--- src/sv/chrt_pkg.sv ---
package chrt_pkg;

  typedef enum logic [1:0] {
    REQ_CLEAR  = 2'd0,
    REQ_INSERT = 2'd1,
    REQ_LOOKUP = 2'd2,
    REQ_UNUSED = 2'd3
  } req_e;

  typedef enum logic [1:0] {
    ST_OK        = 2'd0,
    ST_NOT_FOUND = 2'd1,
    ST_DUPLICATE = 2'd2,
    ST_FULL      = 2'd3
  } status_e;

  localparam logic [14:0] CtrlType = 15'd5004;

  typedef struct packed {
    logic [1:0]  req_type;
    logic [15:0] record_number;
    logic [14:0] thing_type;
    logic [15:0] option_flags;
    logic [15:0] tag_id;
  } req_t;

  typedef struct packed {
    logic [1:0]  status;
    logic [9:0]  slot_index;
    logic [14:0] found_type;
    logic [15:0] found_options;
    logic [15:0] found_tag;
  } rsp_t;

endpackage

--- src/sv/chrt_front.sv ---
// Front end: takes request beats, computes the bucket of the key and
// pushes the request and its bucket into a two-entry queue for the back end.
module chrt_front #(
  parameter int unsigned Buckets = 1021,
  parameter int unsigned BW      = 10
) (
  input  logic           clk_i,
  input  logic           rst_ni,
  input  logic           req_valid_i,
  output logic           req_ready_o,
  input  chrt_pkg::req_t req_i,
  output logic           cmd_valid_o,
  input  logic           cmd_ready_i,
  output chrt_pkg::req_t cmd_o,
  output logic [BW-1:0]  cmd_bucket_o
);

  localparam int unsigned KW = 16 + BW;

  // Reciprocal estimate of key / Buckets, then one correcting subtract.
  localparam int unsigned Shift = 16 + BW + 1;
  localparam logic [Shift:0] Recip = (Shift+1)'((64'd1 << Shift) / Buckets);

  logic [1:0]        cnt_q, cnt_d;
  logic              rd_q, rd_d, wr_q, wr_d;
  chrt_pkg::req_t    req_mem_q [2];
  logic [BW-1:0]     bkt_mem_q [2];
  logic [KW+Shift:0] prod;
  logic [15:0]       quot;
  logic [KW-1:0]     rem_w;
  logic [BW-1:0]     bucket;
  logic              push, pop;

  always_comb begin
    prod  = (KW+Shift+1)'(req_i.record_number) * (KW+Shift+1)'(Recip);
    quot  = 16'(prod >> Shift);
    rem_w = KW'(req_i.record_number) - KW'(KW'(quot) * KW'(Buckets));
    if (rem_w >= KW'(Buckets)) begin
      rem_w = rem_w - KW'(Buckets);
    end
    bucket = BW'(rem_w);
  end

  assign req_ready_o  = (cnt_q != 2'd2);
  assign push         = req_valid_i && req_ready_o;
  assign cmd_valid_o  = (cnt_q != 2'd0);
  assign pop          = cmd_valid_o && cmd_ready_i;
  assign cmd_o        = req_mem_q[rd_q];
  assign cmd_bucket_o = bkt_mem_q[rd_q];

  always_comb begin
    cnt_d = cnt_q;
    rd_d  = rd_q;
    wr_d  = wr_q;
    if (push) begin
      wr_d = ~wr_q;
    end
    if (pop) begin
      rd_d = ~rd_q;
    end
    unique case ({push, pop})
      2'b10:   cnt_d = cnt_q + 2'd1;
      2'b01:   cnt_d = cnt_q - 2'd1;
      default: cnt_d = cnt_q;
    endcase
  end

  always_ff @(posedge clk_i or negedge rst_ni) begin
    if (!rst_ni) begin
      cnt_q <= '0;
      rd_q  <= 1'b0;
      wr_q  <= 1'b0;
    end else begin
      cnt_q <= cnt_d;
      rd_q  <= rd_d;
      wr_q  <= wr_d;
    end
  end

  always_ff @(posedge clk_i) begin
    if (push) begin
      req_mem_q[wr_q] <= req_i;
      bkt_mem_q[wr_q] <= bucket;
    end
  end

  a_cnt_range: assert property (@(posedge clk_i) disable iff (!rst_ni)
    cnt_q <= 2'd2) else $error("queue count overflow");
  a_no_push_full: assert property (@(posedge clk_i) disable iff (!rst_ni)
    (cnt_q == 2'd2) |-> !push) else $error("push into full queue");
  a_bucket_range: assert property (@(posedge clk_i) disable iff (!rst_ni)
    cmd_valid_o |-> (32'(cmd_bucket_o) < Buckets)) else $error("bucket out of range");

endmodule

--- config.mk ---
export PLATFORM = sky130hd
export DESIGN_NAME = chrt_front
export DESIGN_NICKNAME = d
export VERILOG_FILES = /design/src/sv/chrt_pkg.sv /design/src/sv/chrt_front.sv
export SDC_FILE = /design/constraint.sdc
export NUM_CORES = 1
export LEC_CHECK = 0
export BUFFER_PORTS_ARGS = -buffer_cell sky130_fd_sc_hd__buf_4
export CORE_MARGIN = 4
export CORE_UTILIZATION = 50
export DETAILED_ROUTE_END_ITERATION = 6
export GPL_ROUTABILITY_DRIVEN = 0
export PLACE_DENSITY_LB_ADDON = 0.12
export SLEW_MARGIN = 20
export SYNTH_ARGS = -nofsm -noshare
export SYNTH_HDL_FRONTEND = slang
export SYNTH_SLANG_ARGS = --single-unit
export TNS_END_PERCENT = 5
--- constraint.sdc ---
create_clock -name clk_i -period 7.84 [get_ports clk_i]
set_clock_uncertainty 0.15 [all_clocks]
set_input_delay 2.352 -clock clk_i [delete_from_list [all_inputs] [get_ports clk_i]]
set_output_delay 2.352 -clock clk_i [all_outputs]
set_load 0.02 [all_outputs]
==> results.md, run 1 <==
- Cell Area, Placed: 12600 sq um
- CP max FO: 7
- Worst min path class: flop to flop
- Register area share after synthesis: 45.6%
- Slew @ Worst Pin: 1040 ps
- Reg-to-reg setup timing slack: 5250 ps
- Clk network pwr share: 12.1%
- H-tree levels: 4
- DRC: 0
- Non-Filler Instances: 1336
- Routed wire length per instance: 16.3 um
- Seq cells post-synth: 154
- Startpoint types: primary input
- Max Clk Rate: 95.9 MHz
- First-pass GRT wire length: 35100 um
- Port Buffers: 145
- DRT iter0 DRCs: 248
- Fin crit share: 133%
- Pins Over Slew Limit: 0
- Worst endpoint required time: 7840 ps
- PD cells: 469 nW/um^2
- Hpwl dp: 16900 um
- P_sw: 2.56 mW
- Synth unique cells: 60
- Pint: 3.83 mW
- RSZ-0062 raised after global routing: true
- CTS clk-pin slew, worst paths: 70 ps
- Syn Inst Count: 770
- Worst skew pair latency: 400 ps
- Mapped Area: 10100 sq um
- CP Capture Type: flop
- Outcome: complete, but fails checks
- WP data arrival: 10430 ps
- Cell area after layout: 13600 sq um
- Final hold violations: 0
- Switching Share: 40.1%
- CP max stage delay: 660 ps
- DIE HEIGHT: 150 um
- Placed insts: 1294
- Die area: 22600 sq um
- Routed wire length: 21700 um
- R2R Path End: req_mem_q[0][8]
- R2r worst-path depth: 4
- Hold Crit Depth: 1
- R2r startpoint: cnt_q[0]
- Hold-fix buffers, CTS: 0
- Num CTS Buffers: 17
- Endpoints failing setup: 20
- Failing checks: setup timing
- Final min period: 10420 ps
- Max cap viols: 0
- CTS Root Cell: clkbuf_16
- Logic pwr share: 66.7%
- I/O Pins: 146
- Global Route Usage Sum: 19.6%
- Initial antenna violation count: 0
- CP max-delay cell: fa_2
- Syn Area/Cell: 13.1 sq um
- ANT nets after route: 0
- Commonest non-fill, non-tap cell in the layout: buf_4
- Syn_nets: 1026
- Ys flop type: edfxtp_1
- Core footprint: 19700 sq um
- Final nets: 1315
- Clock sinks: 154
- Initial Utilization: 51.4%
- Yosys warns: 0
- Maximum vdd drop: 0.317 mV
- # rows: 51
- Total power: 6.39 mW
- Layout cells sized above 1: 44.1%
- Vias per cell: 5.10
- Most frequent cells in the layout: 278 x buf_4, 150 x edfxtp_1, 120 x inv_1, 112 x ha_1, 75 x mux2_2
- Ys async rst share: 2.60%
- TritonCTS clock tree: yes
- Vias in the first global route: 7253
- Die W: 150 um
- Routed vias: 6819
- EDFF count, synth: 150
- Total gr overflow: 0
- PnR worst setup slack: -2580 ps
- Leak Pwr: 6.03 nW
- Hold Path Origin: cnt_q[1]
- Max Buffers Root-to-Sink: 2
- ANT cells: 0
- Endpoint, Worst Hold: cnt_q[1]
- Worst slew margin: 30.7%
- Area Overhead vs Synth: 34.6%
- DRT Pass-1 Iters: 5
- Critical path class: primary input to flop
- Pin count of the biggest net entering global routing: 76
- Flop pwr share: 21.1%
==> worst max-delay path by stage <==
stage	slack, ps	start	end	depth (start not counted)
2_1_floorplan	-2580	req_i[54]	bkt_mem_q[0][8]	35
3_3_place_gp	-3170	req_i[59]	bkt_mem_q[0][9]	38
3_5_place_dp	-3230	req_i[52]	bkt_mem_q[0][9]	39
4_1_cts	-2540	req_i[55]	bkt_mem_q[0][8]	37
5_1_grt	-2920	req_i[55]	bkt_mem_q[1][4]	39
6_report	-2580	req_i[55]	bkt_mem_q[1][4]	40
==> final cells by class <==
cell class / count / area, sq um
clock buffers: 18 / 429
clock inverters: 13 / 138
fillers: 1416 / 6050
inverters: 129 / 487
multi-input cells: 473 / 5450
flip-flops and latches: 154 / 4610
well taps: 265 / 332
repair buffers: 284 / 2170
==> critical path, delay by kind of cell <==
| family | cells | cell delay [ps] |
|---|---|---|
| adders and majority gates | 11 | 4350 |
| xor gates and xnor gates | 2 | 360 |
| AOI/OAI and AO/OA | 10 | 1560 |
| and+or+nand+nor | 6 | 820 |
| buffers and inverters | 11 | 970 |
==> registers in the layout, summed over array words and instances (netlist names) <==
| register | cells |
|---|---|
| wr_q | 1 |
| cnt_q | 2 |
| bkt_mem_q | 20 |
| rd_q | 1 |
| req_mem_q | 130 |
==> power by group through the flow <==
stage	clock [mW]	sequential, mW	combinational [mW]
after floorplan	0	1.33	2.57
after global placement	0	1.36	3.97
final	0.775	1.35	4.26
after global routing	0.830	1.37	4.68
after CTS	0.789	1.35	4.23
after detailed placement	0	1.37	4.07
==> synth_stat cells (5+ instances only) <==
cell type / count / share of area, %
nand3_1: 6 / 0.30
a21oi_1: 22 / 1.1
nand2b_1: 8 / 0.50
nor2b_1: 5 / 0.31
mux2_2: 75 / 8.4
nand2_1: 17 / 0.63
o21ai_0: 19 / 0.94
xnor2_1: 24 / 2.1
nand4_1: 6 / 0.37
xor2_1: 10 / 0.87
clkbuf_1: 7 / 0.26
edfxtp_1: 150 / 45
fa_1: 48 / 9.5
a21o_1: 5 / 0.37
inv_1: 129 / 4.8
nor2_1: 22 / 0.82
ha_1: 139 / 17
==> repair_timing <==
action | 4_1_cts | 5_1_grt
setup buffers | 9 | 2
pin swaps | 41 | 29
resized for setup | 33 | 21
setup endpoints to repair | 20 | 20
==> per-layer routing <==
| layer | track usage (%) | vias up | routed length [um] |
|---|---|---|---|
| met1 | 24.3 | 3374 | 9060 |
| met3 | 3.22 | 9 | 1170 |
| met2 | 36.5 | 144 | 11400 |
| met5 | 0 | - | 0 |
| met4 | 3.48 | 0 | 148 |
| li1 | - | 3292 | - |
==> cells by family after synthesis <==
logic type / count (synthesis) / synth area share [%]
AOI/OAI and AO/OA: 83 / 5.79
and+or+nand+nor: 90 / 4.82
buffers and inverters: 143 / 5.42
DFF: 154 / 45.6
adders and majority gates: 187 / 26.7
muxes: 79 / 8.75
xor gates and xnor gates: 34 / 2.95
==> stage by stage <==
step / utilization [%] / hold slack [ps] / setup WS (ps) / TNS [ps]
4_1_cts: 68.3 / 336 / -2540 / -49630
2_1_floorplan: - / 307 / -2580 / -48620
3_5_place_dp: 64.2 / 324 / -3230 / -62600
6_report: 69.2 / 331 / -2580 / -49480
5_1_grt: 69.2 / 386 / -2920 / -56500
3_3_place_gp: 64.2 / 323 / -3170 / -60840
No activity file was read; power rests on OpenSTA's default activity.
==> run 2: changes to the inputs <==
--- a/config.mk
+++ b/config.mk
@@ -5,12 +5,14 @@
 export SDC_FILE = /design/constraint.sdc
 export NUM_CORES = 1
 export LEC_CHECK = 0
+export ABC_AREA = 1
 export BUFFER_PORTS_ARGS = -buffer_cell sky130_fd_sc_hd__buf_4
 export CORE_MARGIN = 4
 export CORE_UTILIZATION = 50
 export DETAILED_ROUTE_END_ITERATION = 6
 export GPL_ROUTABILITY_DRIVEN = 0
 export PLACE_DENSITY_LB_ADDON = 0.12
+export SKIP_LAST_GASP = 1
 export SLEW_MARGIN = 20
 export SYNTH_ARGS = -nofsm -noshare
 export SYNTH_HDL_FRONTEND = slang
==> run 2 against run 1 <==
Effect of this change: the run still ends with setup timing left; global-route usage increased by 1.1 points; critical path type unchanged; die area increased by 5.5%; synthesized area increased by 5.8%; non-clock buffer count decreased by 2; via count increased by 21%; sequential share of layout area decreased by 1.7 points; flip-flop and latch count unchanged; critical path depth decreased by 4; cell area increased by 5.2%; cell count increased by 27%; core utilization decreased by 1.1 points; routed wire length increased by 13%.
==> results.md, run 2 <==
- Max Buffers Root-to-Sink: 2 (unchanged)
- Stages on the worst setup path: 36 (-10%)
- Hold Crit Depth: 1 (unchanged)
- CP max FO: 6 (-1)
- Worst slew margin: 28.5% (-2.2 points)
- H-tree levels: 4 (unchanged)
- Synth unique cells: 38 (-37%)
- Pin count of the biggest net entering global routing: 77 (+1.3%)
- Vias per cell: 4.87 (-4.6%)
- ANT nets after route: 0 (unchanged)
- Die area: 23800 sq um (+5.5%)
- Max cap viols: 0 (unchanged)
- Startpoint types: primary input
- Die W: 154 um (+2.7%)
- Fraction of the mapped netlist area in simple logic gates: 17.9% (+13 points)
- Routed wire length per instance: 14.5 um (-11%)
- # fillers: 1643 (+16%)
- Final min period: 9350 ps (-1070 ps)
- Clock sinks: 154 (unchanged)
- Top reg by flops: req_mem_q
- Final hold violations: 0 (unchanged)
- Hold Path Origin: cnt_q[0]
- PnR worst setup slack: -1510 ps (+1070 ps)
- Fin crit share: 119% (-14 points)
- Worst skew pair latency: 410 ps (about the same)
- Initial antenna violation count: 0 (unchanged)
- CP most frequent cell: ha_4
- Pins Over Slew Limit: 0 (unchanged)
- Post-synthesis adder-cell area fraction: 25.3% (-1.5 points)
- Regs by FF count: req_mem_q x130, bkt_mem_q x20, cnt_q x2
- Worst min path class: flop to flop
- Largest register FFs: 130 (unchanged)
- EDFF count, synth: 150 (unchanged)
- Commonest non-fill, non-tap cell in the layout: nand2_1
- DRC: 0 (unchanged)
- Ys async rst share: 2.60% (unchanged)
- First-pass GRT wire length: 39400 um (+12%)
- Routed wire length: 24600 um (+13%)
- Area leader, netlist: edfxtp_1
- CTS Root Cell: clkbuf_16
- Core footprint: 21000 sq um (+7.0%)
- Mux contribution to synthesized area: 0% (-8.8 points)
- Post-synthesis xor/xnor area fraction: 2.57% (-0.37 points)
- Max Clk Rate: 107 MHz (+11%)
- CP Capture Type: flop
- CP max-delay cell: fa_2
- Routed vias: 8249 (+21%)
- CP max stage delay: 640 ps (-20 ps)
- Crit path launch: req_i[54]
- Ys flop type: edfxtp_1
- Hold-fix buffers, CTS: 0 (unchanged)
- Largest cells by area after synthesis: edfxtp_1 42%, ha_1 16%, nand2_1 13%
- DRT Pass-1 Iters: 5 (unchanged)
- Area Overhead vs Synth: 33.9%
- Hpwl dp: 19300 um (+14%)
- DIE HEIGHT: 154 um (+2.7%)
- R2r startpoint: cnt_q[0]
- Buf/Inv on CP: 9 (-2)
- DRT iter0 DRCs: 389 (+57%)
- R2r worst-path depth: 5 (+1)
- WP data arrival: 9350 ps (-1080 ps)
- Outcome: complete, but fails checks
- # rows: 53 (+3.9%)
- Mapped Area: 10700 sq um (+5.8%)
- Endpoints failing setup: 20 (unchanged)
- Failing checks: setup timing
- Slew @ Worst Pin: 1070 ps (+30.4 ps)
- I/O Pins: 146 (unchanged)
- RSZ-0062 raised after global routing: true
- TritonCTS clock tree: yes
- Family with the most delay on the worst path: adder cells
- Num CTS Buffers: 17 (unchanged)
- Yosys warns: 0 (unchanged)
- Most frequent cells in the layout: 362 x nand2_1, 278 x buf_4, 167 x inv_1, 150 x edfxtp_1, 106 x ha_1
- Post-layout util: 68.1% (-1.1 points)
- Syn_nets: 1379 (+34%)
- Global Route Usage Sum: 20.7% (+1.1 points)
- Register area share after synthesis: 43.1% (-2.5 points)
- Initial Utilization: 50.9% (-0.57 points)
- Final nets: 1662 (+26%)
- Count leader, synth: nand2_1
- Seq cells post-synth: 154 (unchanged)
- Synth top area share: 42.1% (-2.4 points)
- CTS clk-pin slew, worst paths: 60 ps (about the same)
- Critical path class: primary input to flop
- Layout cells sized above 1: 31.1% (-13 points)
- Vias in the first global route: 7997 (+10%)
- Worst endpoint required time: 7840 ps (about the same)
- Post-synth top cells: 381 x nand2_1, 177 x inv_1, 150 x edfxtp_1
- Port Buffers: 145 (unchanged)
- Largest family of logic cells by synthesized area: adder cells
- ANT cells: 0 (unchanged)
- Total gr overflow: 0 (unchanged)
- Post-synthesis compound-gate area fraction: 3.77% (-2.0 points)
- Syn Area/Cell: 9.52 sq um (-27%)
- Syn Inst Count: 1123 (+46%)
-- run 2: changes by cell type after synthesis, sizes merged, moves of 8 or more --
cell	change
mux2	-75
nor2	+17
xnor2	-17
xor2	+11
nand3	+27
inv	+57
nand2b	-9
nand2	+367
a21oi	+11
o21ai	+8
-- run 2: path summary, 6_finish.rpt --
check | slack, ps | endpoint
worst max-delay path | -1510 | bkt_mem_q[0][0]
worst min register to register | 370 | cnt_q[0]
max in group asynchronous | 5840 | rd_q
worst min-delay path | 370 | cnt_q[0]
min in group asynchronous | 1580 | cnt_q[1]
worst max register to register | 5100 | req_mem_q[0][22]
-- run 2: logic make-up after synthesis --
logic type	count (synthesis)
compound gates	69
fa+ha+maj	187
flops	154
xor+xnor	29
buf+inv	206
simple gates	478
-- run 2: what timing repair did --
| action | 4_1_cts | 5_1_grt |
|---|---|---|
| endpoints found under the setup margin | 20 | 20 |
| buffers inserted | 7 | 2 |
| hold endpoints to repair | 0 | 0 |
| gates resized for setup | 33 | 29 |
| gates cloned | 1 | 0 |
| pin swaps | 28 | 28 |
-- run 2: per-layer routing --
layer	vias up	share of wire, %	GRT usage, %
met1	3866	44	27.6
met4	0	1.7	5.05
li1	4168	-	-
met5	-	0	0
met3	26	5.4	3.41
met2	189	48	35.5
-- run 2: cell type report --
cell class              count  area [sq um]  share of cell area (%)
repair buffers            282          2140                    15.0
clock inverters            14           113                   0.786
multi-input cells         764          5980                    41.8
flip-flops and latches    154          4610                    32.2
clock buffers              18           429                    3.00
inverters                 187           704                    4.92
well taps                 275           344                    2.40
-- run 2: per-stage QoR --
step | cell area, sq um | hold slack [ps] | setup TNS, ps | worst slack, ps | instances
after floorplan | 11100 | 332 | -28860 | -1460 | 1123
after global placement | 13400 | 351 | -40530 | -2030 | 1652
after detailed placement | 13400 | 361 | -41820 | -2100 | 1652
after CTS | 14200 | 368 | -28970 | -1470 | 1692
after global routing | 14300 | 411 | -36240 | -1840 | 1694
final | 14300 | 368 | -29460 | -1510 | 1694
Power of run 2 is left out: the tool's default activity adds up to more than one toggle a clock period on the data nets, which glitch-free logic cannot reach.
==> run 3: changes to the inputs <==
--- a/config.mk
+++ b/config.mk
@@ -7,8 +7,10 @@
 export LEC_CHECK = 0
 export ABC_AREA = 1
 export BUFFER_PORTS_ARGS = -buffer_cell sky130_fd_sc_hd__buf_4
+export CORE_ASPECT_RATIO = 2
 export CORE_MARGIN = 4
 export CORE_UTILIZATION = 50
+export CTS_CLUSTER_SIZE = 24
 export DETAILED_ROUTE_END_ITERATION = 6
 export GPL_ROUTABILITY_DRIVEN = 0
 export PLACE_DENSITY_LB_ADDON = 0.12
==> run 3 against run 2 <==
Effect of this change: the flow still finishes with violations (setup timing); non-clock buffer count up 20; fmax down 2.0%; hold slack better by 6.2 ps; count of clock-buffer cells in the layout unchanged; die area up 0.60%; critical path depth unchanged; sequential share of layout area down 0.50 points; flip-flop and latch count unchanged; via count up 2.6%; cell count up 0.83%; cell area up 1.6%; critical endpoint is now bkt_mem_q[0][5].
==> results.md, run 3 (synthesis results as in run 2) <==
- Hold Crit Depth: 1 (unchanged)
- Vias per cell: 4.96 (+1.8%)
- Endpoints failing setup: 20 (unchanged)
- Setup WS pre-CTS: -2400 ps (-296 ps)
- Core footprint: 21000 sq um (about the same)
- Worst endpoint required time: 7970 ps (+130 ps)
- Clock sinks: 154 (unchanged)
- Reg-to-reg setup timing slack: 5180 ps (+80 ps)
- Routed vias: 8467 (+2.6%)
- Fin crit share: 122% (+2.5 points)
- Non-Filler Instances: 1708 (+0.83%)
- Hold-fix buffers, CTS: 0 (unchanged)
- Total gr overflow: 0 (unchanged)
- CP max FO: 5 (-1)
- Final hold violations: 0 (unchanged)
- H-tree levels: 4 (unchanged)
- DRT iter0 DRCs: 305 (-22%)
- Worst skew pair latency: 420 ps (about the same)
- Buf/Inv on CP: 8 (-1)
- Final nets: 1682 (+1.2%)
- PnR worst setup slack: -1710 ps (-195 ps)
- Die W: 111 um (-28%)
- Area Overhead vs Synth: 36.0%
- Max Clk Rate: 105 MHz (-2.0%)
- Max Buffers Root-to-Sink: 2 (unchanged)
- R2R Path End: bkt_mem_q[0][8]
- TritonCTS clock tree: yes
- CTS clk-pin slew, worst paths: 60 ps (about the same)
- First-pass GRT wire length: 42600 um (+8.0%)
- Regs by FF count: req_mem_q x130, bkt_mem_q x20, cnt_q x2
- R2r worst-path depth: 5 (unchanged)
- Hpwl dp: 21600 um (+12%)
- CP max-delay cell: fa_2
- Worst slew margin: 31.7% (+3.1 points)
- DRT Pass-1 Iters: 4 (-1)
- DIE HEIGHT: 215 um (+39%)
- # rows: 75 (+42%)
- Pins Over Slew Limit: 0 (unchanged)
- Endpoint, Worst Hold: cnt_q[0]
- Max cap viols: 0 (unchanged)
- Most frequent cells in the layout: 368 x nand2_1, 297 x buf_4, 167 x inv_1, 150 x edfxtp_1, 106 x ha_1
- Family with the most delay on the worst path: adder cells
- Slew @ Worst Pin: 1020 ps (-46.9 ps)
- Routed wire length: 26800 um (+8.9%)
- Failing checks: setup timing
- Post-layout util: 69.2% (+1.1 points)
- Top reg by flops: req_mem_q
- Die area: 23900 sq um (+0.60%)
- Initial antenna violation count: 0 (unchanged)
- Commonest non-fill, non-tap cell in the layout: nand2_1
- WP data arrival: 9680 ps (+330 ps)
- Placed insts: 1665 (+0.79%)
- I/O Pins: 146 (unchanged)
- Vias in the first global route: 8972 (+12%)
- CTS Root Cell: clkbuf_16
- Global Route Usage Sum: 22.9% (+2.2 points)
- Largest register FFs: 130 (unchanged)
- Critical path class: primary input to flop
- Port Buffers: 145 (unchanged)
- CP most frequent cell: buf_4
- Hold Path Origin: cnt_q[0]
- RSZ-0062 raised after global routing: true
- Worst min path class: flop to flop
- CP Capture Type: flop
- CP max stage delay: 610 ps (-30 ps)
- ANT nets after route: 0 (unchanged)
- Outcome: complete, but fails checks
- Final min period: 9550 ps (+195 ps)
- DRC: 0 (unchanged)
- Num CTS Buffers: 17 (unchanged)
- ANT cells: 0 (unchanged)
- R2r startpoint: cnt_q[0]
- Pin count of the biggest net entering global routing: 76 (-1.3%)
- Startpoint types: primary input
- Layout cells sized above 1: 31.8% (+0.61 points)
- Initial Utilization: 50.9% (about the same)
- Routed wire length per instance: 15.7 um (+8.0%)
## run 3: cell types whose count changed in the layout (fill, tap and decap cells not counted), sizes merged
cell and change:
bufinv +3, clkinvlp +1, buf +20, clkinv +1, inv -5
## run 3: layout make-up
class / count / area (sq um)
repair buffers: 302 / 2300
fillers: 1672 / 6470
inverters: 187 / 708
multi-input cells: 764 / 5990
flip-flops and latches: 154 / 4610
clock inverters: 14 / 170
well taps: 269 / 337
clock buffers: 18 / 429
## run 3: metal layers
metal  GRT usage [%]  part of all wire (%)  vias up
met2            46.8                    59      230
met5               0                     0        -
met4            16.8                   7.9        0
li1                -                     -     4208
met3            3.41                   3.3      100
met1            18.6                    30     3929
## run 3: worst register-to-register path, cell delays in order, from the launching register on
cell and delay [ps]:
dfrtp_1 400, inv_1 70, nand2_1 90, nand2_1 160
nor2_4 810, buf_4 590
## run 3: timing repair
action / 4_1_cts / 5_1_grt
endpoints found under the hold margin: 0 / 0
setup buffers: 8 / 2
setup endpoints to repair: 20 / 20
resized for setup: 56 / 3
cloned: 1 / 0
pin swaps: 34 / 9
## run 3: metrics by stage
| stage | hold slack (ps) | TNS, ps | instance area (sq um) |
|---|---|---|---|
| floorplan | 332 | -28860 | 11100 |
| global placement | 350 | -46510 | 13500 |
| detailed placement | 357 | -47820 | 13500 |
| CTS | 376 | -31580 | 14500 |
| global route | 409 | -39980 | 14500 |
| finish | 374 | -33920 | 14500 |
## run 3: worst max-delay path by stage
stage / start / endpoint / slack, ps / cells past startpoint
after floorplan: req_i[54] / bkt_mem_q[0][0] / -1460 / 38
after global placement: req_i[52] / bkt_mem_q[0][6] / -2330 / 39
after detailed placement: req_i[52] / bkt_mem_q[0][6] / -2400 / 38
after CTS: req_i[61] / bkt_mem_q[0][5] / -1580 / 42
after global routing: req_i[52] / bkt_mem_q[0][0] / -2020 / 44
final: req_i[52] / bkt_mem_q[0][5] / -1710 / 36
Power of run 3 is left out for the same reason.
